**src/rtl/button_press_sequence_detector_assert.svh**
```systemverilog
// Assertion macros shared by the button sequence detector RTL.
// Each macro expands to one labelled concurrent assertion that is
// disabled while the synchronous reset is held low.
`ifndef BUTTON_PRESS_SEQUENCE_DETECTOR_ASSERT_SVH
`define BUTTON_PRESS_SEQUENCE_DETECTOR_ASSERT_SVH

// Same-cycle implication.
`define BPSD_ASSERT_IMPL(label, clk, rst_n, ante, cons) \
    label: assert property (@(posedge clk) disable iff (!rst_n) (ante) |-> (cons)) \
        else $error("bpsd assertion failed");

// Next-cycle implication.
`define BPSD_ASSERT_NEXT(label, clk, rst_n, ante, cons) \
    label: assert property (@(posedge clk) disable iff (!rst_n) (ante) |=> (cons)) \
        else $error("bpsd assertion failed");

`endif

```
**src/rtl/bpsd_pkg.sv**
```systemverilog
// ----------------------------------------------------------------------------
// bpsd_pkg
// Types, constants and register map of the button press sequence detector.
// ----------------------------------------------------------------------------
package bpsd_pkg;

    // Build-time sizing
    localparam int PATTERN_SLOTS = 4;
    localparam int SEQUENCE_BITS = 24;

    // Fixed field widths
    localparam int REG_SLOTS   = 4;
    localparam int USED_SLOTS  = (PATTERN_SLOTS < REG_SLOTS) ? PATTERN_SLOTS : REG_SLOTS;
    localparam int MASK_W      = 4;
    localparam int COUNT_W     = 5;
    localparam int BITS_W      = 24;
    localparam int TICK_W      = 8;
    localparam int PAT_W       = 32;
    localparam int PAT_COUNT_W = 8;
    localparam int PAT_BITS_W  = 24;
    localparam int CFG_W       = 32;
    localparam int CFG_IDX_W   = 3;

    // Register map
    localparam logic [CFG_IDX_W-1:0] REG_PATTERN_0  = 3'd0;
    localparam logic [CFG_IDX_W-1:0] REG_LEVEL_INV  = 3'd4;
    localparam logic [CFG_IDX_W-1:0] REG_DEBOUNCE   = 3'd5;
    localparam logic [CFG_IDX_W-1:0] REG_SHORT      = 3'd6;
    localparam logic [CFG_IDX_W-1:0] REG_GAP        = 3'd7;

    // Register reset values
    localparam logic [TICK_W-1:0] DEBOUNCE_RST = 8'd1;
    localparam logic [TICK_W-1:0] SHORT_RST    = 8'd25;
    localparam logic [TICK_W-1:0] GAP_RST      = 8'd25;

    localparam logic [TICK_W-1:0] TICK_MAX = {TICK_W{1'b1}};

    typedef enum logic [1:0] {
        PH_IDLE     = 2'd0,
        PH_DEBOUNCE = 2'd1,
        PH_PRESSED  = 2'd2
    } t_phase;

    typedef struct packed {
        logic [USED_SLOTS-1:0][PAT_W-1:0] pattern;
        logic                             level_inverted;
        logic [TICK_W-1:0]                debounce_ticks;
        logic [TICK_W-1:0]                short_ticks;
        logic [TICK_W-1:0]                gap_ticks;
    } t_cfg;

    typedef struct packed {
        logic                     emit;
        logic [COUNT_W-1:0]       count;
        logic [SEQUENCE_BITS-1:0] bits;
        logic                     overflow;
    } t_seq_end;

endpackage

```
**src/rtl/bpsd_cfg_regs.sv**
```systemverilog
// ----------------------------------------------------------------------------
// bpsd_cfg_regs
// Configuration register file: pattern slots, polarity and tick limits.
// ----------------------------------------------------------------------------
module bpsd_cfg_regs
    import bpsd_pkg::*;
(
    input  logic                 i_clk,
    input  logic                 i_rst_n,
    input  logic                 i_cfg_we,
    input  logic [CFG_IDX_W-1:0] i_cfg_idx,
    input  logic [CFG_W-1:0]     i_cfg_data,
    output t_cfg                 o_cfg
);

    t_cfg r_cfg;

    always_ff @(posedge i_clk) begin
        if (!i_rst_n) begin
            r_cfg.pattern        <= '0;
            r_cfg.level_inverted <= 1'b0;
            r_cfg.debounce_ticks <= DEBOUNCE_RST;
            r_cfg.short_ticks    <= SHORT_RST;
            r_cfg.gap_ticks      <= GAP_RST;
        end else if (i_cfg_we) begin
            for (int s = 0; s < USED_SLOTS; s++) begin
                if (i_cfg_idx == REG_PATTERN_0 + CFG_IDX_W'(s)) begin
                    r_cfg.pattern[s] <= i_cfg_data[PAT_W-1:0];
                end
            end
            case (i_cfg_idx)
                REG_LEVEL_INV:  r_cfg.level_inverted <= i_cfg_data[0];
                REG_DEBOUNCE:   r_cfg.debounce_ticks <= i_cfg_data[TICK_W-1:0];
                REG_SHORT:      r_cfg.short_ticks    <= i_cfg_data[TICK_W-1:0];
                REG_GAP:        r_cfg.gap_ticks      <= i_cfg_data[TICK_W-1:0];
                default: ;
            endcase
        end
    end

    assign o_cfg = r_cfg;

endmodule

```
**config.mk**
```make
export PLATFORM = sky130hd
export DESIGN_NAME = bpsd_cfg_regs
export DESIGN_NICKNAME = d
export VERILOG_FILES = /design/src/rtl/button_press_sequence_detector_assert.svh /design/src/rtl/bpsd_pkg.sv /design/src/rtl/bpsd_cfg_regs.sv
export SDC_FILE = /design/constraint.sdc
export NUM_CORES = 1
export LEC_CHECK = 0
export ABC_AREA = 1
export BUFFER_PORTS_ARGS = -buffer_cell sky130_fd_sc_hd__buf_2
export CORE_MARGIN = 2
export CORE_UTILIZATION = 40
export DETAILED_ROUTE_END_ITERATION = 10
export PLACE_DENSITY = 0.62
export SYNTH_ARGS = -nofsm -noshare
export SYNTH_HDL_FRONTEND = slang
export SYNTH_SLANG_ARGS = --single-unit
```
**constraint.sdc**
```tcl
create_clock -name i_clk -period 1.7 [get_ports i_clk]
set_input_delay 0.17 -clock i_clk [delete_from_list [all_inputs] [get_ports i_clk]]
set_output_delay 0.17 -clock i_clk [all_outputs]
set_load 0.02 [all_outputs]
```
Word-level counts from Yosys, hierarchy flattened
Cells that the tools add are included.
{ "word_totals": {"input_bits": 38, "output_inout_bits": 153, "latch_bits": 0, "romBits": 0, "memories": 0, "ff_bits": 153, "ramBits": 0, "wordCells": 24} }
{ "classes": {"magnitude_cmp": 0, "n_reduce_logical": 9, "n_eq_ne": 7, "shifts": 0, "div_mod_pow": 0, "n_addsub": 0, "bitwise": 0, "muxes": 0, "n_mul": 0} }
{ "ops": {"columns": ["op", "n"], "rows": [
  ["$reduce_and 2->1", 8],
  ["$eq 3x3->1 const B", 4],
  ["$eq 3x2->1 const B", 2],
  ["$eq 3x1->1 const B", 1],
  ["$logic_not 3->1", 1]
]} }

Longest topological paths before layout
{ "depth": {"ltp_word": 2, "mapped_depth": 7, "depth_no_buf": 5} }

Worst setup path after synthesis
OpenSTA, ideal clock, no wires.
{ "synth_path": {"path_kind": "in2reg", "start": "in i_cfg_we", "end": "reg r_cfg (netlist bit o_cfg[106])", "required_time_ns": 1.587, "cell_stages": 7, "t_arrival_ns": 0.898, "n_path_buf": 2, "setup_slack_ns": 0.689, "setup_time_ns": 0.113, "path_cell_list": "inv_1 nor2_1 buf_2 clkbuf_1 nand3_1 nand2_1 nor2_1"} }
{ "synth_via": {"elab_chain_cells": 1} }
{ "synth_lines": {"columns": ["item", "line_no", "text"], "rows": [
  ["start: declaration", "bpsd_cfg_regs.sv:10", "input logic i_cfg_we,"],
  ["$reduce_and 2->1 (no line)", null, null],
  ["end: declaration", "bpsd_cfg_regs.sv:16", "t_cfg r_cfg;"]
]} }
Every way passes these cells.
A chain may end at the register's enable or synchronous reset.

Worst setup path in the final report
{ "layout_path": {"start": "reg r_cfg (netlist bit o_cfg[92])", "end": "out o_cfg[92] (netlist name)"} }
{ "layout_lines": {"columns": ["item", "line_no", "text"], "rows": [
  ["end: declaration", "bpsd_cfg_regs.sv:13", "output t_cfg o_cfg"]
]} }
No word-level cell between the ends.

==> impl_results.md <==
* Core area at 14600 um^2
* Top post-synthesis cells by area: dfxtp_1, nor2_1, nand3_1
* GRT Util Overall at 21.7%
* Post-CTS setup buffers at 0
* Largest area contributor in the netlist: dfxtp_1
* PostCTS Resize Cnt at 0
* Flop pwr share at 43.7%
* Clock skew at 0 ps
* Type of origin of the critical path: flip-flop
* CTS sink cnt at 153
* Synth top area share at 50.9%
* Vias/cell at 4.77
* Die H at 127 um
* Slew margin rel. at 65.4%
* Critical path class: flip-flop to output port
* Initial DRC count at 416
* GR Overflow Total at 0
* Die width at 127 um
* Vias in the first global route at 5414
* Yosys warns at 0
* Final net count at 1086
* Pwr dens at 1100 nW/um^2
* Routed len/inst at 14.1 um
* Hold Crit Class: primary input to flip-flop
* CP cell instances: buf_2
* Gate power share at 11.0%
* Internal Pwr Total at 0.00649 W
* Unrepaired setup endpoints after global routing: false
* Tmin final at 1150 ps
* Total CTS buffers at 17
* CTS root buffer: clkbuf_16
* Mapped Area at 6020 um^2
* Overall Power at 0.00864 W
* Worst endpoint data arrival time at 980 ps
* CTS tree: done
* Initial Util at 41.2%
* Clock share of power at 45.3%
* PortBufs at 190
* CTS H-tree lvls at 4
* Sequential fraction of the synthesis area at 50.9%
* Setup TNS at 0 ps
* Outcome: completed
* Gate Count Post-Synth at 874
* Final Cycle Share at 67.6%
* Clock transition at path regs at 60 ps
* Layout Utilization at 53.7%
* Initial antenna violation count at 0
* CP required at 1530 ps
* Ant. Diodes at 0
* Sw frac at 24.9%
* Cell area after layout at 7840 um^2
* Antenna Nets Post-Route at 0
* Switching power at 0.00215 W
* Global-route wire length before repair at 27800 um
* DP Area at 7200 um^2
* Critical Path End Type: output port
* Synth unique cells at 13
* Post-CTS Hold Buffers at 1
* Count of pins over their slew limit at 0
* Max Cap Viol at 0
* Share of cells above drive strength 1 at 24.1%
* CP bufs+invs at 1
* Vias at 5934
* # setup viols final at 0
* CP max stage delay at 380 ps
* Clk Latency, worst-skew pair at 420 ps
* Final hold vios at 0
* Num rows at 44
* Iteration count of the initial detailed-routing pass at 5
* Worst Max-Slew Pin Slew at 519 ps
* Longest Clk Path Bufs at 2
* CP top delay family: flip-flops
* Static Leakage at 3.93 nW
* Area delta synth->final at 30.2%
* DIE AREA at 16000 um^2
* Worst VDD drop at 641 uV
* Residual DRC at 0
* Syn_area_per_cell at 6.88 um^2
* Synthesized flop and latch total at 153
* Num ports at 191
* Final Routed Wirelength at 17600 um
* Fmax at 0.871 GHz
* Worst Path Max Fanout at 2
* Syn_nets at 912
* Final GP Congestion at 0.775
* Slowest-stage cell, CP: dfxtp_1
* Number of flip-flops in the largest register at 153
* Post-DP HPWL at 11400 um
* Pin count of the biggest net entering global routing at 78
[per-stage QoR]
stage               setup WS (ps)  hold WS (ps)  std cells
detailed placement            310           427       1212
CTS                           543         0.543       1245
global placement              352           433       1212
floorplan                     689           296        874
finish                        551          23.0       1245
global route                  516          13.0       1245
[cell families after synthesis]
logic type      Yosys count  synth area share [%]
buf+inv                  98                  7.03
simple gates            621                  41.9
compound gates            2                 0.166
flops                   153                  50.9
[final cells by class]
type / instances / area (um^2)
clock buffers: 26 / 539
repair buffers: 214 / 1190
inverters: 39 / 146
fillers: 1452 / 6750
clock inverters: 6 / 82.6
multi-input cells: 623 / 2590
flip-flops and latches: 153 / 3060
well taps: 184 / 230
[synthesized netlist by cell type (all sizes together)]
| library cell | n |
|---|---|
| a21oi | 1 |
| buf | 53 |
| clkbuf | 6 |
| dfxtp | 153 |
| inv | 39 |
| nand2 | 171 |
| nand3 | 148 |
| nor2 | 302 |
| o21ai | 1 |
[cell usage in the layout (no fill, tap or decap)]
master,instances
nor2_1,293
dlygate4sd3_1,1
nand3_1,148
buf_12,4
buf_2,189
o21ai_0,1
clkbuf_1,1
a21oi_1,1
clkbuf_8,8
clkbuf_16,17
clkinv_2,3
nor2_2,1
dfxtp_1,153
nor2_4,8
inv_1,36
inv_2,3
buf_4,20
clkinvlp_4,1
bufinv_16,2
nand2_1,171
[power groups by stage]
| stage | clock (W) | sequential (W) | combinational [W] |
|---|---|---|---|
| floorplan | 0 | 0.00401 | 0.000460 |
| global placement | 0 | 0.00386 | 0.000944 |
| detailed placement | 0 | 0.00386 | 0.000951 |
| CTS | 0.00396 | 0.00378 | 0.000956 |
| global route | 0.00412 | 0.00379 | 0.00105 |
| finish | 0.00391 | 0.00378 | 0.000949 |
[routing by layer]
layer	part of all wire (%)	vias up	global-route usage, %
li1	-	3049	-
met1	45	2684	28.2
met2	46	175	34.3
met3	7.5	26	6.87
met4	1.7	0	7.56
met5	0	-	0
[path summary, 6_finish.rpt]
kind / endpoint / slack (ps) / depth (start not counted) / startpoint
setup / recovery: o_cfg[92] / 550 / 1 / o_cfg[92]
hold / removal: o_cfg[0] / 20 / 3 / i_cfg_data[0]
setup reg to reg: o_cfg[16] / 1090 / 2 / o_cfg[16]
hold reg to reg: o_cfg[11] / 460 / 2 / o_cfg[11]
Power figures use the tool's default switching activity.
