--- src/rtl/button_press_sequence_detector_assert.svh ---
// Assertion macros shared by the button sequence detector RTL.
// Each macro expands to one labelled concurrent assertion that is
// disabled while the synchronous reset is held low.
`ifndef BUTTON_PRESS_SEQUENCE_DETECTOR_ASSERT_SVH
`define BUTTON_PRESS_SEQUENCE_DETECTOR_ASSERT_SVH

// Same-cycle implication.
`define BPSD_ASSERT_IMPL(label, clk, rst_n, ante, cons) \
    label: assert property (@(posedge clk) disable iff (!rst_n) (ante) |-> (cons)) \
        else $error("bpsd assertion failed");

// Next-cycle implication.
`define BPSD_ASSERT_NEXT(label, clk, rst_n, ante, cons) \
    label: assert property (@(posedge clk) disable iff (!rst_n) (ante) |=> (cons)) \
        else $error("bpsd assertion failed");

`endif

--- src/rtl/bpsd_pkg.sv ---
// ----------------------------------------------------------------------------
// bpsd_pkg
// Types, constants and register map of the button press sequence detector.
// ----------------------------------------------------------------------------
package bpsd_pkg;

    // Build-time sizing
    localparam int PATTERN_SLOTS = 4;
    localparam int SEQUENCE_BITS = 24;

    // Fixed field widths
    localparam int REG_SLOTS   = 4;
    localparam int USED_SLOTS  = (PATTERN_SLOTS < REG_SLOTS) ? PATTERN_SLOTS : REG_SLOTS;
    localparam int MASK_W      = 4;
    localparam int COUNT_W     = 5;
    localparam int BITS_W      = 24;
    localparam int TICK_W      = 8;
    localparam int PAT_W       = 32;
    localparam int PAT_COUNT_W = 8;
    localparam int PAT_BITS_W  = 24;
    localparam int CFG_W       = 32;
    localparam int CFG_IDX_W   = 3;

    // Register map
    localparam logic [CFG_IDX_W-1:0] REG_PATTERN_0  = 3'd0;
    localparam logic [CFG_IDX_W-1:0] REG_LEVEL_INV  = 3'd4;
    localparam logic [CFG_IDX_W-1:0] REG_DEBOUNCE   = 3'd5;
    localparam logic [CFG_IDX_W-1:0] REG_SHORT      = 3'd6;
    localparam logic [CFG_IDX_W-1:0] REG_GAP        = 3'd7;

    // Register reset values
    localparam logic [TICK_W-1:0] DEBOUNCE_RST = 8'd1;
    localparam logic [TICK_W-1:0] SHORT_RST    = 8'd25;
    localparam logic [TICK_W-1:0] GAP_RST      = 8'd25;

    localparam logic [TICK_W-1:0] TICK_MAX = {TICK_W{1'b1}};

    typedef enum logic [1:0] {
        PH_IDLE     = 2'd0,
        PH_DEBOUNCE = 2'd1,
        PH_PRESSED  = 2'd2
    } t_phase;

    typedef struct packed {
        logic [USED_SLOTS-1:0][PAT_W-1:0] pattern;
        logic                             level_inverted;
        logic [TICK_W-1:0]                debounce_ticks;
        logic [TICK_W-1:0]                short_ticks;
        logic [TICK_W-1:0]                gap_ticks;
    } t_cfg;

    typedef struct packed {
        logic                     emit;
        logic [COUNT_W-1:0]       count;
        logic [SEQUENCE_BITS-1:0] bits;
        logic                     overflow;
    } t_seq_end;

endpackage

--- src/rtl/bpsd_matcher.sv ---
// ----------------------------------------------------------------------------
// bpsd_matcher
// Compares an ended sequence against every pattern slot in parallel.
// ----------------------------------------------------------------------------
module bpsd_matcher
    import bpsd_pkg::*;
(
    input  t_cfg                     i_cfg,
    input  logic [COUNT_W-1:0]       i_count,
    input  logic [SEQUENCE_BITS-1:0] i_bits,
    input  logic                     i_overflow,
    output logic [MASK_W-1:0]        o_mask
);

    logic [PAT_COUNT_W-1:0] w_count;
    logic [PAT_BITS_W-1:0]  w_bits;

    assign w_count = PAT_COUNT_W'(i_count);
    assign w_bits  = PAT_BITS_W'(i_bits);

    always_comb begin
        o_mask = '0;
        for (int s = 0; s < USED_SLOTS; s++) begin
            // a slot with zero count is unused
            o_mask[s] = !i_overflow &&
                        (i_cfg.pattern[s][PAT_COUNT_W-1:0] != '0) &&
                        (i_cfg.pattern[s][PAT_COUNT_W-1:0] == w_count) &&
                        (i_cfg.pattern[s][PAT_W-1:PAT_COUNT_W] == w_bits);
        end
    end

endmodule

--- config.mk ---
export PLATFORM = sky130hd
export DESIGN_NAME = bpsd_matcher
export DESIGN_NICKNAME = d
export VERILOG_FILES = /design/src/rtl/button_press_sequence_detector_assert.svh /design/src/rtl/bpsd_pkg.sv /design/src/rtl/bpsd_matcher.sv
export SDC_FILE = /design/constraint.sdc
export NUM_CORES = 1
export LEC_CHECK = 0
export BUFFER_PORTS_ARGS = -buffer_cell sky130_fd_sc_hd__buf_2
export CAP_MARGIN = 20
export CORE_AREA = 2 2 72 74
export DETAILED_ROUTE_END_ITERATION = 7
export DIE_AREA = 0 0 74 76
export PLACE_DENSITY = 0.81
export SLEW_MARGIN = 5
export SYNTH_ARGS = -nofsm -noshare
export SYNTH_HDL_FRONTEND = slang
export SYNTH_SLANG_ARGS = --single-unit
--- constraint.sdc ---
create_clock -name vclk -period 2.5
set_input_delay 0.25 -clock vclk [all_inputs]
set_output_delay 0.25 -clock vclk [all_outputs]
set_load 0.005 [all_outputs]
---- Yosys cells after proc, flatten, opt, wreduce, memory -nomap -nowiden ----
Index checks and enable logic that the tools add are counted.
storage, ports and cells
  flip-flop bits (word level) ............. 0
  latch bits .............................. 0
  bits in writable memories ............... 0
  ROM bits ................................ 0
  bits of input ports ..................... 183
  word-level logic and storage cells ...... 25
  memories kept ........................... 0
operators by class
  add/subtract/negate cells ............... 0
  $mul .................................... 0
  divide/modulo/power cells ............... 0
  order comparisons ....................... 0
  eq/ne operators ......................... 8
  shift operators ......................... 0
  multiplexer cells ....................... 0
  bitwise logic cells ..................... 0
  reduce and logical (&&, ||, !) cells .... 17
operators with widths
  kind                                            number
  24-bit equality test                            4
  8-bit by 5-bit equality test with 1-bit output  4
  8-bit nonzero test                              4
  1-bit logical AND                               12
  1-bit logical NOT                               1

---- Depth between registers and ports, before layout ----
Gate-level depths: netlist of the first run.
  word-level depth ........................ 4
  depth in mapped cells ................... 4
  mapped depth without buffers ............ 4

---- Worst setup path before layout of the first run ----
No wires, ideal clock.
  path type ............................... input to output
  start point ............................. in i_overflow
  end point ............................... out o_mask[3]
  arrival time ............................ 1275 ps
  required time ........................... 2250 ps
  slack ................................... 975 ps
  stages on the path ...................... 4
  path buffers ............................ 0
  path through ............................ or4_1 -> nor4_1 -> nand4_1 -> nor3_2
on the way
  word-level cells in the longest chain between the ends .. 4
RTL lines
  item                line                RTL
  start: declaration  bpsd_matcher.sv:11  input logic i_overflow,
  1-bit logical NOT   bpsd_matcher.sv:25  o_mask[s] = !i_overflow &&
  1-bit logical AND   bpsd_matcher.sv:25
  1-bit logical AND   bpsd_matcher.sv:26  (i_cfg.pattern[s][PAT_COUNT_W-1:0] != '0) &&
  1-bit logical AND   bpsd_matcher.sv:27  (i_cfg.pattern[s][PAT_COUNT_W-1:0] == w_count) &&
  end: declaration    bpsd_matcher.sv:12  output logic [MASK_W-1:0] o_mask
Every way passes these cells.

---- Final worst setup path of the first run ----
  start point ............................. in i_overflow
  end point ............................... out o_mask[1]
Same word-level chain as after synthesis.

==> results.yml, run 1 <==
status:
  status: "finished, final reports clean"
final_layout:
  syn_to_final_growth_pct: 67.1
  diodes: 0
  fin_util_pct: 45.5
  nFillCells: 500
  clock_buffers: 0
  seq_area_um2: 0
  seq_cell_count: 0
  layout.nets: 516
  layout_common_cells: "buf_2 (162), xor2_1 (112), nor4_1 (28), a21oi_1 (8), nand4_1 (8)"
  design_area_um2: 2240
  drive_gt1_share_pct: 50.2
  layout_commonest_cell: "buf_2"
  multi_input_area_um2: 1340
die:
  die_area_um2: 5620
  initial_core_util_pct: 27.3
  core-area_um2: 4910
  fp-row-count: 26
  ios: 187
  fp.dieH_um: 76
  die_w_um: 74
critical_path:
  slowest_delay_ps: 670
  cp_cell_sequence: "buf_2 > or4_2 > a21oi_1 > nand4_1 > nor3_1 > buf_2"
  cp_max_fo: 4
  crit_slowest_cell: "or4_2"
  critPathMostFrequentCell: "buf_2"
  cp.arrival_ps: 1700
  path_class: "primary input to output port"
  critPathCaptureType: "output port"
  critical_path_required_ps: 2250
  cp-start-kind: "primary input"
route:
  initialDrtViolationCount: 50
  dr.pass1.iters: 4
  wl_per_cell_um: 15.2
  ant_nets: 0
  wl_um: 6080
  post-route-drc-count: 0
  vias: 1824
  viasPerCell: 4.55
sta:
  relSlewSlack_pct: 66.6
  post-route-min-period_ps: 1950
  rsz0062_at_grt: "false"
  fmax_ghz: 0.512
  tightest_slew_ps: 496
  fin_crit_sh_pct: 78.2
  tns_ps: 0
  setup-violations-final: 0
  slew_violations: 0
  hold_viol: 0
logic_synthesis:
  yosysTopAreaCell: "xor2_1"
  ys_seq_area_share_pct: 0
  avgSynthCellArea_um2: 7.92
  yosys-top-cells-area: "xor2_1 (73%), nor4_1 (13%), nand4_1 (3.7%), a21oi_1 (3.0%), or4_1 (2.8%)"
  yosysTopAreaCellShare_pct: 73.3
  synth_nets: 352
  syn_inst: 169
  yosysUniqueCellTypes: 9
  syn_area_um2: 1340
  ys_warn_count: 0
global_route:
  grt-ovfl-total: 0
  track_usage_pct: 21.0
  antenna_found_initial: 0
  grt_pass1_wl_um: 9280
  grt_max_degree: 9
  grt_pass1_vias: 1947
placed_design:
  placedInstanceArea_um2: 2240
  numPortBuffers: 162
  routabilityCongestion: 0.897
  place.detailed.hpwl_um: 5540
run:
  maxCapViolations: 0
clock_network:
  ctsResizeCount: 0
  post_cts_buffers: 0
  hold_buffers: 0
power:
  max-vdd-ir-drop_uv: 59.0
  totalPowerFinal_mw: 0.342
  powerDensity_nw_per_um2: 153
  p_leak_nw: 1.17
hold_path:
  min_path_cells: 5
  hp-class: "primary input to output port"
  holdPathEnd: "o_mask[0]"
  min-delay-start: "i_cfg[29]"
kinds of logic (layout without fill, tap and decap cells):
group,count (synthesis),after routing,share of synthesized area [%]
xor+xnor,112,112,73.3
compound gates,8,8,2.99
simple gates,48,48,23.5
buf+inv,1,163,0.280
area by class of cell:
cell class         count  area share (%)
multi-input cells    168            59.7
repair buffers       162            36.2
well taps             70            3.91
inverters              1           0.168
worst max-delay path: cells and delay by family:
family	cells	cell delay, ps
buf+inv	2	260
simple gates	3	1010
compound gates	1	190
through the flow:
step / setup WS, ps / std cells / hold slack [ps]
floorplan: 975 / 169 / 637
global placement: 607 / 401 / 875
detailed placement: 560 / 401 / 887
CTS: 556 / 401 / 888
global route: 416 / 401 / 927
finish: 546 / 401 / 889
worst max-delay path by stage:
stage | startpoint | end | slack [ps] | cells after the start
2_1_floorplan | i_overflow | o_mask[3] | 970 | 4
3_3_place_gp | i_overflow | o_mask[1] | 610 | 6
3_5_place_dp | i_overflow | o_mask[1] | 560 | 6
4_1_cts | i_overflow | o_mask[1] | 560 | 6
5_1_grt | i_overflow | o_mask[1] | 420 | 6
6_report | i_overflow | o_mask[1] | 550 | 6
cells in the mapped netlist:
cell type / n
nor3_1: 3
nor4_1: 28
nor3_2: 1
or4_1: 5
xor2_1: 112
or4_2: 3
inv_1: 1
nand4_1: 8
a21oi_1: 8
layer usage:
layer / share of wire [%] / track usage, %
met4: 0 / 0.727
met1: 42 / 26.0
met3: 6.8 / 3.17
met5: 0 / 0
met2: 52 / 39.2
where the power goes:
group	total, mW	leakage (nW)	internal (mW)	switching, mW
logic	0.342	1.17	0.173	0.169
clock network	0	0	0	0
registers	0	0	0	0
(Power assumes the default switching activity.)
==> run 2: changes to the inputs <==
- CORE_AREA: 2 2 72 74 -> 2 2 71 73
- DIE_AREA: 0 0 74 76 -> 0 0 73 75
- PLACE_DENSITY: 0.81 -> 0.86
- clock period: 2.5 -> 1.7 ns (I/O delays scaled with it)
==> run 2 against run 1 <==
Compared with the run above:
- global-route usage up 1.0 points
- first-iteration DRC count up 46%
- sequential share of layout area did not move
- largest cell class unchanged
- combinational power grew 53%
==> results.yml, run 2 (synthesis results as in run 1) <==
placed_design:
  place.detailed.hpwl_um: 5790
  routabilityCongestion: 0.921
  placedInstanceArea_um2: 2220
  place_ws_ps: 14.7
  numPortBuffers: 162
route:
  wl_um: 6440
  viasPerCell: 4.86
  wl_per_cell_um: 16.7
  post-route-drc-count: 0
  dr.pass1.iters: 4
  vias: 1871
  ant_nets: 0
  initialDrtViolationCount: 73
critical_path:
  cp-start-kind: "primary input"
  cp_cell_sequence: "buf_2 > or4_2 > a21oi_2 > nand4_1 > nor3_2 > buf_2"
  critical_path_required_ps: 1530
  critPathCaptureType: "output port"
  cp_max_fo: 4
  critPathMostFrequentCell: "buf_2"
  path_class: "primary input to output port"
  critPathTopFamily: "simple AND/OR/NAND/NOR gates"
  cp.arrival_ps: 1500
  path_buf_inv: 2
  slowest_delay_ps: 670
  crit_slowest_cell: "or4_2"
final_layout:
  layout.nets: 516
  syn_to_final_growth_pct: 69.3
  nFillCells: 473
  diodes: 0
  seq_cell_count: 0
  layout_commonest_cell: "buf_2"
  design_area_um2: 2270
  seq_area_um2: 0
  drive_gt1_share_pct: 52.9
  layout_common_cells: "buf_2 (162), xor2_1 (112), nor4_1 (24), nand4_1 (8)"
  clock_buffers: 0
power:
  powerDensity_nw_per_um2: 230
  max-vdd-ir-drop_uv: 110
  p_leak_nw: 1.17
sta:
  fin_ws_ps: 31.2
  fin_crit_sh_pct: 98.2
  tightest_slew_ps: 508
  relSlewSlack_pct: 65.8
  hold_viol: 0
  rsz0062_at_grt: "true"
  fmax_ghz: 0.599
  setup-violations-final: 0
  slew_violations: 0
  post-route-min-period_ps: 1670
global_route:
  grt-ovfl-total: 0
  grt_max_degree: 9
  antenna_found_initial: 0
  track_usage_pct: 22.0
  grt_pass1_wl_um: 9220
  grt_pass1_vias: 1891
die:
  ios: 187
  fp.dieH_um: 75
  die_w_um: 73
  initial_core_util_pct: 28.7
  fp-row-count: 25
  core-area_um2: 4660
  die_area_um2: 5480
hold_path:
  hp-class: "primary input to output port"
run:
  maxCapViolations: 0
clock_network:
  hold_buffers: 0
  post_cts_buffers: 0
status:
  status: "finished, final reports clean"
[run 2: cell counts in the layout (fill, tap and decap cells not counted)]
No cell type changed its count.
[run 2: cell type report]
| cell class | count | area, µm² | area share (%) |
|---|---|---|---|
| inverter | 1 | 3.75 | 0.166 |
| multi-input combinational | 168 | 1380 | 61.1 |
| tap | 54 | 67.6 | 2.98 |
| timing repair buffer | 162 | 811 | 35.8 |
[run 2: worst min-delay path, stage by stage]
cell and delay [ps]:
buf_2 100, a21oi_2 50, nand4_1 60, nor3_1 40, buf_2 120
[run 2: layer usage]
metal  part of all wire, %  global-route usage [%]  vias up
met5                     0                       0        -
met4                  0.93                    2.47        0
met2                    53                    43.0       88
met3                   6.3                    2.81        6
li1                      -                       -      934
met1                    40                    26.1      843
[run 2: path summary, 6_finish.rpt]
path | slack (ps) | startpoint | to | cells after the start
worst max-delay path | 30 | i_overflow | o_mask[1] | 6
worst min-delay path | 710 | i_cfg[93] | o_mask[2] | 5
[run 2: repair_timing]
item / CTS / global route
setup endpoints to repair: 0 / 4
resized for setup: 0 / 10
endpoints found under the hold margin: 0 / 0
[run 2: stage by stage]
stage          TNS, ps  util [%]  power, mW  hold WS, ps  cells
6_report             0      48.6      0.522          711    385
4_1_cts              0      47.6      0.511          707    385
2_1_floorplan        0         -      0.197          477    169
5_1_grt          -65.8      48.6      0.569          755    385
3_5_place_dp         0      47.6      0.508          707    385
3_3_place_gp         0      47.6      0.496          687    385
[run 2: power by group]
group          total, mW  switching, mW  internal [mW]
Sequential             0              0              0
Combinational      0.522          0.265          0.257
Clock                  0              0              0
