### config.mk
export PLATFORM = sky130hd
export DESIGN_NAME = bpsd_seq_fsm
export DESIGN_NICKNAME = d
export VERILOG_FILES = /design/src/rtl/bpsd_pkg.sv /design/src/rtl/bpsd_seq_fsm.sv
export VERILOG_INCLUDE_DIRS = /design/src /design/src/rtl
export SDC_FILE = /design/constraint.sdc
export NUM_CORES = 1
export LEC_CHECK = 0
export ABC_AREA = 1
export BUFFER_PORTS_ARGS = -buffer_cell sky130_fd_sc_hd__buf_4
export CORE_MARGIN = 2
export CORE_UTILIZATION = 35
export CTS_CLUSTER_DIAMETER = 40
export DETAILED_ROUTE_END_ITERATION = 6
export GPL_TIMING_DRIVEN = 0
export PLACE_DENSITY = 0.71
export REMOVE_ABC_BUFFERS = 1
export SLEW_MARGIN = 10
export SYNTH_ARGS = -nofsm -noshare
export SYNTH_HDL_FRONTEND = slang
export SYNTH_SLANG_ARGS = --single-unit
### constraint.sdc
create_clock -name i_clk -period 3.3 [get_ports i_clk]
set_clock_uncertainty 0.15 [all_clocks]
set_input_delay 0.165 -clock i_clk [delete_from_list [all_inputs] [get_ports i_clk]]
set_output_delay 0.165 -clock i_clk [all_outputs]
set_load 0.03 [all_outputs]
### src/rtl/button_press_sequence_detector_assert.svh
// Assertion macros shared by the button sequence detector RTL.
// Each macro expands to one labelled concurrent assertion that is
// disabled while the synchronous reset is held low.
`ifndef BUTTON_PRESS_SEQUENCE_DETECTOR_ASSERT_SVH
`define BUTTON_PRESS_SEQUENCE_DETECTOR_ASSERT_SVH

// Same-cycle implication.
`define BPSD_ASSERT_IMPL(label, clk, rst_n, ante, cons) \
    label: assert property (@(posedge clk) disable iff (!rst_n) (ante) |-> (cons)) \
        else $error("bpsd assertion failed");

// Next-cycle implication.
`define BPSD_ASSERT_NEXT(label, clk, rst_n, ante, cons) \
    label: assert property (@(posedge clk) disable iff (!rst_n) (ante) |=> (cons)) \
        else $error("bpsd assertion failed");

`endif

### src/rtl/bpsd_pkg.sv
// ----------------------------------------------------------------------------
// bpsd_pkg
// Types, constants and register map of the button press sequence detector.
// ----------------------------------------------------------------------------
package bpsd_pkg;

    // Build-time sizing
    localparam int PATTERN_SLOTS = 4;
    localparam int SEQUENCE_BITS = 24;

    // Fixed field widths
    localparam int REG_SLOTS   = 4;
    localparam int USED_SLOTS  = (PATTERN_SLOTS < REG_SLOTS) ? PATTERN_SLOTS : REG_SLOTS;
    localparam int MASK_W      = 4;
    localparam int COUNT_W     = 5;
    localparam int BITS_W      = 24;
    localparam int TICK_W      = 8;
    localparam int PAT_W       = 32;
    localparam int PAT_COUNT_W = 8;
    localparam int PAT_BITS_W  = 24;
    localparam int CFG_W       = 32;
    localparam int CFG_IDX_W   = 3;

    // Register map
    localparam logic [CFG_IDX_W-1:0] REG_PATTERN_0  = 3'd0;
    localparam logic [CFG_IDX_W-1:0] REG_LEVEL_INV  = 3'd4;
    localparam logic [CFG_IDX_W-1:0] REG_DEBOUNCE   = 3'd5;
    localparam logic [CFG_IDX_W-1:0] REG_SHORT      = 3'd6;
    localparam logic [CFG_IDX_W-1:0] REG_GAP        = 3'd7;

    // Register reset values
    localparam logic [TICK_W-1:0] DEBOUNCE_RST = 8'd1;
    localparam logic [TICK_W-1:0] SHORT_RST    = 8'd25;
    localparam logic [TICK_W-1:0] GAP_RST      = 8'd25;

    localparam logic [TICK_W-1:0] TICK_MAX = {TICK_W{1'b1}};

    typedef enum logic [1:0] {
        PH_IDLE     = 2'd0,
        PH_DEBOUNCE = 2'd1,
        PH_PRESSED  = 2'd2
    } t_phase;

    typedef struct packed {
        logic [USED_SLOTS-1:0][PAT_W-1:0] pattern;
        logic                             level_inverted;
        logic [TICK_W-1:0]                debounce_ticks;
        logic [TICK_W-1:0]                short_ticks;
        logic [TICK_W-1:0]                gap_ticks;
    } t_cfg;

    typedef struct packed {
        logic                     emit;
        logic [COUNT_W-1:0]       count;
        logic [SEQUENCE_BITS-1:0] bits;
        logic                     overflow;
    } t_seq_end;

endpackage

### src/rtl/bpsd_seq_fsm.sv
// ----------------------------------------------------------------------------
// bpsd_seq_fsm
// Press tracker: debounce, press timing, gap timer and sequence capture.
// ----------------------------------------------------------------------------
`include "button_press_sequence_detector_assert.svh"

module bpsd_seq_fsm
    import bpsd_pkg::*;
(
    input  logic     i_clk,
    input  logic     i_rst_n,
    input  logic     i_step,
    input  logic     i_level,
    input  t_cfg     i_cfg,
    output t_seq_end o_end
);

    t_phase                   r_phase, n_phase;
    logic [TICK_W-1:0]        r_press_ticks, n_press_ticks;
    logic [TICK_W-1:0]        r_gap_left, n_gap_left;
    logic                     r_gap_armed, n_gap_armed;
    logic [COUNT_W-1:0]       r_count, n_count;
    logic [SEQUENCE_BITS-1:0] r_bits, n_bits;
    logic                     r_overflow, n_overflow;

    logic              w_pressed;
    logic [TICK_W-1:0] w_ticks_inc;
    logic              w_gap_done;

    assign w_pressed   = i_level ^ i_cfg.level_inverted;
    assign w_ticks_inc = (r_press_ticks == TICK_MAX) ? TICK_MAX : r_press_ticks + 8'd1;
    assign w_gap_done  = (r_gap_left <= 8'd1);

    // Next state
    always_comb begin
        logic rec;
        logic is_long;
        rec           = 1'b0;
        is_long       = 1'b0;
        n_phase       = r_phase;
        n_press_ticks = r_press_ticks;
        n_gap_left    = r_gap_left;
        n_gap_armed   = r_gap_armed;
        n_count       = r_count;
        n_bits        = r_bits;
        n_overflow    = r_overflow;

        case (r_phase)
            PH_DEBOUNCE: begin
                n_press_ticks = w_ticks_inc;
                if (w_ticks_inc >= i_cfg.debounce_ticks) begin
                    // released before the recheck: still a short press
                    if (!w_pressed) begin
                        rec = 1'b1;
                    end else begin
                        n_phase = PH_PRESSED;
                    end
                end
            end
            PH_PRESSED: begin
                n_press_ticks = w_ticks_inc;
                if (!w_pressed) begin
                    rec     = 1'b1;
                    is_long = (w_ticks_inc >= i_cfg.short_ticks);
                end
            end
            default: begin
                n_phase = PH_IDLE;
                if (w_pressed) begin
                    n_phase       = PH_DEBOUNCE;
                    n_press_ticks = '0;
                    n_gap_armed   = 1'b0;
                    n_gap_left    = '0;
                end else if (r_gap_armed) begin
                    if (w_gap_done) begin
                        n_count     = '0;
                        n_bits      = '0;
                        n_overflow  = 1'b0;
                        n_gap_armed = 1'b0;
                        n_gap_left  = '0;
                    end else begin
                        n_gap_left = r_gap_left - 8'd1;
                    end
                end
            end
        endcase

        if (rec) begin
            if (r_count < COUNT_W'(SEQUENCE_BITS)) begin
                n_bits  = r_bits | (SEQUENCE_BITS'(is_long) << r_count);
                n_count = r_count + 5'd1;
            end else begin
                n_overflow = 1'b1;
            end
            n_gap_left  = i_cfg.gap_ticks;
            n_gap_armed = 1'b1;
            n_phase     = PH_IDLE;
        end
    end

    // Outputs
    always_comb begin
        o_end.emit     = (r_phase != PH_DEBOUNCE) && (r_phase != PH_PRESSED) &&
                         !w_pressed && r_gap_armed && w_gap_done;
        o_end.count    = r_count;
        o_end.bits     = r_bits;
        o_end.overflow = r_overflow;
    end

    always_ff @(posedge i_clk) begin
        if (!i_rst_n) begin
            r_phase       <= PH_IDLE;
            r_press_ticks <= '0;
            r_gap_left    <= '0;
            r_gap_armed   <= 1'b0;
            r_count       <= '0;
            r_bits        <= '0;
            r_overflow    <= 1'b0;
        end else if (i_step) begin
            r_phase       <= n_phase;
            r_press_ticks <= n_press_ticks;
            r_gap_left    <= n_gap_left;
            r_gap_armed   <= n_gap_armed;
            r_count       <= n_count;
            r_bits        <= n_bits;
            r_overflow    <= n_overflow;
        end
    end

    `BPSD_ASSERT_IMPL(a_count_bound, i_clk, i_rst_n, 1'b1, r_count <= COUNT_W'(SEQUENCE_BITS))
    `BPSD_ASSERT_IMPL(a_overflow_full, i_clk, i_rst_n, r_overflow,
                      r_count == COUNT_W'(SEQUENCE_BITS))
    `BPSD_ASSERT_IMPL(a_gap_idle, i_clk, i_rst_n, r_gap_armed, r_phase == PH_IDLE)

endmodule

# After elaboration in Yosys (flattened, before gate mapping)
# Cells that the tools add are included.
# op_classes
reduce_logical	12
n_eq_ne	9
n_bitwise	2
n_shift	1
n_lt_le_gt_ge	4
n_addsub	3
n_mux	41
# op_table
op	count
$mux 24	6
$mux 8	8
$mux 5	6
$or 24x24->24	1
$shl 1x5->24	1
$ge 8x8->1	2
$mux 1	16
$add 8x1->8 const B	1
$eq 8x8->1 const B	1
$le 8x1->1 const B	1
$sub 8x1->8 const B	1
$mux 2	3
$ne 3x3->1 const B	2
$add 5x1->5 const B	1
$lt 5x5->1 const B	1
$logic_and 1x1->1	4
$ne 2x1->1 const B	2
$ne 2x2->1 const B	2
$pmux 2 s2	1
$reduce_and 2->1	2
$reduce_and 4->1	1
$reduce_and 3->1	1
$reduce_bool 3->1	1
$eq 2x1->1 const B	1
6 further kinds	6
# word_totals
ff_bits	49
in_bits	157

# Logic depth before layout (Yosys ltp)
# Gate-level depths: netlist of the first run.
# depth
depth_word	9
depth_mapped	23

# Least setup slack after synthesis of the first run
# OpenSTA, ideal clock, no wires.
# synth_timing
path_kind	reg-to-reg
start	register r_press_ticks[0]
end	register r_phase[1]
required_time_ns	3.033
stages_incl_launch_ff	23
setup_slack_ns	0.553
path_buffers	1
setup_time_ns	0.117
arrival_ns	2.480
synth_period_minus_slack_ns	2.747
cell_sequence	dfxtp_1 ha_1 nand2_1 inv_1 nand3_1 inv_1 or2_2 ha_1 nand2_1 nand2_1 nand2_1 nand2_1 nand2_1 nand3_1 nand2_2 nand2_4 nand2_4 buf_6 nand2_1 nor2_1 nor2_1 nor2_1 nor2_1
# synth_via
elab_chain_cells	7
# synth_lines
element	line_no	source
from (decl)	bpsd_seq_fsm.sv:19	logic [TICK_W-1:0] r_press_ticks, n_press_ticks;
from (signal assigned)	bpsd_seq_fsm.sv:121	r_press_ticks <= n_press_ticks;
$add 8x1->8 or $eq 8x8->1 (tied branches)	bpsd_seq_fsm.sv:31	assign w_ticks_inc = (r_press_ticks == TICK_MAX) ? TICK_MAX : r_press_ticks + 8'd1;
$mux 8 (*)	bpsd_seq_fsm.sv:31	
$ge 8x8->1 (*)	bpsd_seq_fsm.sv:51	if (w_ticks_inc >= i_cfg.debounce_ticks) begin
$mux 1	bpsd_seq_fsm.sv:51	
$pmux 1 s2	bpsd_seq_fsm.sv:48	case (r_phase)
$ne 3x3->1 (no line) or $ne 2x2->1 (tied branches)	--	
$reduce_and 4->1 (no line)	--	
to (signal assigned)	bpsd_seq_fsm.sv:120	r_phase <= n_phase;
to (decl)	bpsd_seq_fsm.sv:18	t_phase r_phase, n_phase;
# Every way passes the cells marked *; elsewhere a longest branch is shown, timed or not.
# A chain may end at the register's enable or synchronous reset.

# Worst setup path in the final report of the first run
# layout_timing
start	register r_press_ticks[5]
end	register r_count[2]
# layout_via
elab_chain_cells	6
# layout_lines
element	line_no	source
$add 8x1->8 or $eq 8x8->1 (tied branches)	bpsd_seq_fsm.sv:31	
$mux 8 (*)	bpsd_seq_fsm.sv:31	
$ge 8x8->1 (*)	bpsd_seq_fsm.sv:51	
$mux 1 (*)	bpsd_seq_fsm.sv:51	
$pmux 1 s2 (*)	bpsd_seq_fsm.sv:48	
$mux 5 (*)	bpsd_seq_fsm.sv:88	if (rec) begin
to (signal assigned)	bpsd_seq_fsm.sv:124	r_count <= n_count;
to (decl)	bpsd_seq_fsm.sv:22	logic [COUNT_W-1:0] r_count, n_count;
# Marked as above.

==> results of run 1 <==
[worst max-delay path by stage]
| stage | startpoint | depth (start not counted) | endpoint | slack (ps) |
|---|---|---|---|---|
| 2_1_floorplan | r_press_ticks[0]$_SDFFE_PN0P_ | 21 | r_count[2]$_SDFFE_PN0P_ | 570 |
| 3_3_place_gp | r_press_ticks[0]$_SDFFE_PN0P_ | 21 | r_count[2]$_SDFFE_PN0P_ | 160 |
| 3_5_place_dp | r_press_ticks[0]$_SDFFE_PN0P_ | 20 | r_gap_left[5]$_SDFFE_PN0P_ | 90 |
| 4_1_cts | r_press_ticks[0]$_SDFFE_PN0P_ | 20 | r_gap_left[5]$_SDFFE_PN0P_ | 60 |
| 5_1_grt | r_press_ticks[5]$_SDFFE_PN0P_ | 16 | r_gap_left[3]$_SDFFE_PN0P_ | 5 |
| 6_report | r_press_ticks[5]$_SDFFE_PN0P_ | 17 | r_count[2]$_SDFFE_PN0P_ | 290 |
[power breakdown]
| part | internal (mW) | total, mW | switching, mW |
|---|---|---|---|
| clock | 0.167 | 0.361 | 0.194 |
| sequential | 0.628 | 0.661 | 0.0328 |
| combinational | 0.158 | 0.419 | 0.260 |
[timing repair]
action,4_1_cts,5_1_grt
buffers inserted,0,1
hold endpoints to repair,0,0
setup endpoints to repair,0,36
gates resized for setup,0,15
[routing by layer]
layer	up-vias	routed length, µm	track usage, %
met1	1518	3720	20.2
met5	-	0	0
met4	0	112	5.33
li1	1772	-	-
met2	67	4070	28.7
met3	9	439	3.63
[registers in the layout (all words and copies together), names as in the netlist]
register	cells
r_phase	2
r_bits	24
r_press_ticks	8
r_overflow	1
r_count	5
r_gap_left	8
r_gap_armed	1
[cell families (layout without fill, tap and decap cells)]
kind of cell               count (synthesis)  after routing  share of synthesized area [%]
AOI/OAI and AO/OA                         90             90                           15.0
xor gates and xnor gates                   9              9                           2.57
adders and majority gates                 22             22                           8.21
buffers and inverters                     91            143                           11.4
DFF                                       49             49                           29.2
and+or+nand+nor                          266            266                           33.6
[placed cells by master (no fill, tap or decap), types with 4 or more instances in the layout]
| cell type | synthesis | final |
|---|---|---|
| nand2_1 | 130 | 129 |
| nor2_1 | 83 | 82 |
| inv_1 | 70 | 69 |
| buf_4 | 2 | 59 |
| dfxtp_1 | 49 | 46 |
| a21oi_1 | 43 | 43 |
| o21ai_0 | 27 | 24 |
| nand3_1 | 23 | 22 |
| ha_1 | 22 | 22 |
| o21ai_1 | 10 | 13 |
| nor3_1 | 9 | 7 |
| xor2_1 | 7 | 7 |
| inv_2 | 6 | 6 |
| clkbuf_8 | 0 | 6 |
| nand4_1 | 5 | 5 |
| or2_2 | 4 | 4 |
[layout make-up]
cell class	count	area [µm²]
Clock buffer	7	86.3
Fill cell	1016	5270
Inverter	76	289
Multi-Input combinational cell	387	2030
Sequential cell	49	985
Tap cell	129	161
Timing Repair Buffer	60	463
[metrics by stage]
| step | worst slack [ps] | total power, mW | area [µm²] | util, % |
|---|---|---|---|---|
| after floorplan | 573 | 0.958 | 3260 | - |
| after global placement | 159 | 1.07 | 3860 | 41.6 |
| after detailed placement | 90.5 | 1.08 | 3860 | 41.6 |
| after CTS | 60.3 | 1.44 | 3950 | 42.5 |
| after global routing | 4.96 | 1.54 | 4020 | 43.2 |
| final | 288 | 1.44 | 4020 | 43.2 |
[worst max-delay path: stages (launching register included)]
cell      delay, ps
dfxtp_1         370
nand2_1          90
nor3_2          190
nand4_1         130
or2_2           290
nand3_1         130
ha_1            270
a21o_1          180
nor2_1          110
nand3_1         150
nand2_2         150
nand2_4          80
nand2_8         140
nand2_4         100
o21ai_1         130
o21ai_1         100
o211ai_1         90
inv_1            50
==> flow_metrics.env, run 1 <==
export IMPL_rr_worst_depth=17
export IMPL_gpl_final_weighted_congestion=0.877
export IMPL_die_area_mm2=0.0104
export IMPL_hold_path_class="in2reg"
export IMPL_critical_path_peak_fanout=15
export IMPL_post_synthesis_average_cell_area_um2=6.37
export IMPL_power_density_mw_per_mm2=359
export IMPL_cell_area_after_technology_mapping_mm2=0.00335
export IMPL_post_dp_hpwl_mm=6.20
export IMPL_fp_dieW_um=102
export IMPL_final_hold_worst_slack_ps=41.6
export IMPL_ios=188
export IMPL_remaining_routing_drc_violations=0
export IMPL_routed_wirelength_mm=8.34
export IMPL_worstHoldStart="i_cfg[4]"
export IMPL_timing_setup_critical_path_class="reg2reg"
export IMPL_timing_critical_path_required_ps=3350
export IMPL_arrival_time_at_the_worst_endpoint_ps=3060
export IMPL_drv_cap=0
export IMPL_initial_cell_density_of_the_core_pct=36.1
export IMPL_route_vias_total=3366
export IMPL_cts_hold_fix_buffers=0
export IMPL_die_h_um=102
export IMPL_synth_most_common_cell="nand2_1"
export IMPL_reg2reg_from="r_press_ticks[5]$_SDFFE_PN0P_"
export IMPL_placeableCoreArea_mm2=0.00928
export IMPL_antenna_found_initial=0
export IMPL_clk_pin_slew_ps=80
export IMPL_firstDrtPassIters=4
export IMPL_rrSetupSlack_ps=290
export IMPL_critPathCaptureType="register"
export IMPL_yosys_register_bits=49
export IMPL_synthTopCellsByCount="nand2_1 (130), nor2_1 (83), inv_1 (70)"
export IMPL_cts_inserted_buffers=5
export IMPL_setup_total_negative_slack_ps=0
export IMPL_filler_free_cell_count_of_the_finished_design=708
export IMPL_detail_route_vias_per_cell=4.75
export IMPL_dp_cells=700
export IMPL_first_iter_violations=196
export IMPL_yosys_warnings=0
export IMPL_tightestPinTransition_ps=818
export IMPL_period_minus_slack_ps=3010
export IMPL_global_route_wire_length_before_repair_mm=14.0
export IMPL_final_period_utilization_pct=91.3
export IMPL_critical_path_startpoint_type="register"
export IMPL_synthesis_instances=527
export IMPL_r2r_end="r_count[2]$_SDFFE_PN0P_"
export IMPL_min_delay_path_depth=5
export IMPL_slew_margin_rel_pct=45.4
export IMPL_grt_max_degree=28
export IMPL_numClockSinks=49
export IMPL_report_final_slew_viol_count=0
export IMPL_ant_nets=0
export IMPL_timing_final_setup_violations=0
export IMPL_routedWlPerCell_um=11.8
export IMPL_vdd_drop_max_uv=213
export IMPL_ys_top_cells_by_area="dfxtp_1 (29%), nand2_1 (15%), nor2_1 (9.3%)"
export IMPL_rsz0062_at_grt="no"
export IMPL_synth_async_sr_flop_share_pct=0
export IMPL_placementRows=35
export IMPL_cts_root_buf="clkbuf_8"
export IMPL_final_hold_viol_count=0
export IMPL_area_growth_syn_to_layout_pct=19.7
export IMPL_final_layout_size_suffix_gt1_share_pct=17.4
export IMPL_sequential_to_total_area_share_from_yosys_stat_pct=29.2
export IMPL_grt_ovfl_total=0
export IMPL_via_count_of_the_first_global_routing_pass=3186
export IMPL_timing_hold_worst_endpoint="r_gap_left[4]$_SDFFE_PN0P_"
export IMPL_largest_area_contributor_in_the_netlist="dfxtp_1"
export IMPL_synth_distinct_cells=37
export IMPL_maximum_level_of_the_cts_h_tree=2
export IMPL_synth_edff_count=0
export IMPL_status="complete, no violations"
export IMPL_grt_usage_pct=16.5
export IMPL_clock_insertion_delay_worst_skew_ps=300
export IMPL_leakagePower_nw=1.90
export IMPL_ctsLongestPathBuffers=2
export IMPL_flip_flop_cell_with_the_highest_count_after_synthesis="dfxtp_1"
export IMPL_port_buffer_count=59
export IMPL_nNetsFinal=758
export IMPL_yosysTopAreaCellShare_pct=29.2
export IMPL_tritoncts="yes"
export IMPL_max_freq_mhz=332
export IMPL_final_antenna_diode_count=0
Note: power is estimated with default switching activity, not from simulation.
==> run 2: changes to the inputs <==
Clock period 3.3 ns to 3.5 ns, I/O delays scaled along.
==> run 2 against run 1 <==
Maximum frequency shrank 3.9%; largest cell class unchanged; critical path type unchanged; highest routed layer unchanged; combinational power fell by 6.9%; power down 6.0%; wire length rose by 0.18%; critical path depth rose by 1; first-iteration DRC count is 6.6% lower; sequential power shrank 5.9%; utilization down 0.49 points; non-clock buffer count fell by 1; global-route usage did not move; register-to-register slack gained 80 ps.
==> flow_metrics.env, run 2 (synthesized netlist as in run 1, its figures left out) <==
export IMPL_hold_path_class="in2reg"
export IMPL_routed_wirelength_mm=8.35
export IMPL_critical_path_startpoint_type="register"
export IMPL_antenna_found_initial=0
export IMPL_leakagePower_nw=1.89
export IMPL_firstDrtPassIters=4
export IMPL_ant_nets=0
export IMPL_vdd_drop_max_uv=201
export IMPL_nNetsFinal=757
export IMPL_period_minus_slack_ps=3140
export IMPL_sequential_power_share_pct=46.0
export IMPL_setup_total_negative_slack_ps=0
export IMPL_cts_root_buf="clkbuf_8"
export IMPL_arrival_time_at_the_worst_endpoint_ps=3140
export IMPL_cts_inserted_buffers=5
export IMPL_placeableCoreArea_mm2=0.00928
export IMPL_die_h_um=102
export IMPL_numClockSinks=49
export IMPL_timing_critical_path_required_ps=3510
export IMPL_final_hold_worst_slack_ps=48.4
export IMPL_remaining_routing_drc_violations=0
export IMPL_r2r_end="r_count[3]$_SDFFE_PN0P_"
export IMPL_ios=188
export IMPL_final_common_cell="nand2_1"
export IMPL_tightestPinTransition_ps=818
export IMPL_fp_dieW_um=102
export IMPL_drv_cap=0
export IMPL_final_cell_area_mm2=0.00397
export IMPL_initial_cell_density_of_the_core_pct=36.1
export IMPL_final_antenna_diode_count=0
export IMPL_tritoncts="yes"
export IMPL_rsz0062_at_grt="no"
export IMPL_reg2reg_from="r_press_ticks[0]$_SDFFE_PN0P_"
export IMPL_critical_path_peak_fanout=7
export IMPL_power_density_mw_per_mm2=341
export IMPL_reg_largest_list="r_bits: 24 flops, r_gap_left: 8 flops, r_press_ticks: 8 flops"
export IMPL_area_growth_syn_to_layout_pct=18.4
export IMPL_critPathCapture="r_count[3]$_SDFFE_PN0P_"
export IMPL_setup_worst_path_start="r_press_ticks[0]$_SDFFE_PN0P_"
export IMPL_ctsLongestPathBuffers=2
export IMPL_pwr_share_clk_pct=25.2
export IMPL_largest_register_ffs=24
export IMPL_placementRows=35
export IMPL_routedWlPerCell_um=11.8
export IMPL_post_cts_setup_buffer_count=0
export IMPL_timing_final_setup_violations=0
export IMPL_gpl_final_weighted_congestion=0.877
export IMPL_power_share_switching_pct=33.9
export IMPL_detail_route_vias_per_cell=4.79
export IMPL_commonest_cells_after_routing_fill_and_taps_aside="nand2_1 (129), nor2_1 (83), inv_1 (70)"
export IMPL_first_iter_violations=183
export IMPL_die_area_mm2=0.0104
export IMPL_port_buffer_count=59
export IMPL_clock_insertion_delay_worst_skew_ps=300
export IMPL_final_period_utilization_pct=89.6
export IMPL_placedInstanceArea_mm2=0.00386
export IMPL_timing_setup_critical_path_class="reg2reg"
export IMPL_rrSetupSlack_ps=360
export IMPL_comb_power_share_pct=28.8
export IMPL_critPathCaptureType="register"
export IMPL_global_route_wire_length_before_repair_mm=14.0
export IMPL_rr_worst_depth=18
export IMPL_slew_margin_rel_pct=45.4
export IMPL_max_freq_mhz=319
export IMPL_status="complete, no violations"
export IMPL_report_final_slew_viol_count=0
export IMPL_grt_usage_pct=16.5
export IMPL_post_dp_hpwl_mm=6.20
export IMPL_clk_pin_slew_ps=80
export IMPL_maximum_level_of_the_cts_h_tree=2
export IMPL_final_hold_viol_count=0
export IMPL_route_vias_total=3390
export IMPL_p_switching_mw=0.459
export IMPL_final_layout_size_suffix_gt1_share_pct=16.3
export IMPL_grt_ovfl_total=0
export IMPL_max_flop_register="r_bits"
export IMPL_internal_power_mw=0.894
export IMPL_grt_max_degree=28
export IMPL_via_count_of_the_first_global_routing_pass=3186
## run 2: timing repair
| action | 4_1_cts | 5_1_grt |
|---|---|---|
| gates resized for setup | 0 | 4 |
| hold buffers | 0 | 0 |
| endpoints found under the setup margin | 0 | 18 |
## run 2: layer usage
metal  part of all wire, %  routed length [µm]  GRT usage (%)  vias up
met1                    44                3700           20.2     1521
met2                    48                4020           28.7       90
li1                      -                   -              -     1768
met4                   1.5                 123           5.33        0
met3                   6.1                 509           3.63       11
met5                     0                   0              0        -
## run 2: worst min-delay path by stage
stage / startpoint / end / slack (ps) / cells after the start
4_1_cts: i_cfg[7] / r_gap_left[7]$_SDFFE_PN0P_ / 50 / 5
2_1_floorplan: i_rst_n / r_gap_left[2]$_SDFFE_PN0P_ / 150 / 2
5_1_grt: i_cfg[0] / r_gap_left[0]$_SDFFE_PN0P_ / 100 / 5
3_3_place_gp: r_press_ticks[6]$_SDFFE_PN0P_ / r_press_ticks[6]$_SDFFE_PN0P_ / 300 / 2
6_report: i_cfg[4] / r_gap_left[4]$_SDFFE_PN0P_ / 50 / 5
3_5_place_dp: r_press_ticks[6]$_SDFFE_PN0P_ / r_press_ticks[6]$_SDFFE_PN0P_ / 310 / 2
## run 2: power groups by stage
stage	clock network [mW]	logic, mW	registers, mW
5_1_grt	0.371	0.444	0.627
3_3_place_gp	0	0.373	0.633
2_1_floorplan	0	0.247	0.656
4_1_cts	0.350	0.387	0.622
6_report	0.341	0.390	0.622
3_5_place_dp	0	0.385	0.635
## run 2: cell type report
class                   instances  area, µm²
repair buffers                 59        443
inverters                      76        285
well taps                     129        161
fillers                      1029       5310
multi-input cells             387       2010
clock buffers                   7       86.3
flip-flops and latches         49        981
## run 2: critical path, stage by stage, from the launching register on
cell and delay [ps]:
dfxtp_1 420, ha_1 190, nand2_1 70, nor2_1 100, inv_1 60, nor2_1 100
o21ai_0 180, ha_1 330, nand2_1 60, nor2_1 170, nand4_1 100, nand3_1 160
nand2_2 110, nand2_4 110, nand3_2 180, nor2_2 240, nor2_1 110, nand2_1 80
a21oi_1 60
## run 2: metrics by stage
| step | total power [mW] | utilization, % | setup slack [ps] | cells |
|---|---|---|---|---|
| 3_5_place_dp | 1.02 | 41.6 | 291 | 700 |
| 6_report | 1.35 | 42.8 | 364 | 707 |
| 4_1_cts | 1.36 | 42.5 | 260 | 707 |
| 3_3_place_gp | 1.01 | 41.6 | 359 | 700 |
| 5_1_grt | 1.44 | 42.8 | 62.2 | 707 |
| 2_1_floorplan | 0.903 | - | 773 | 512 |
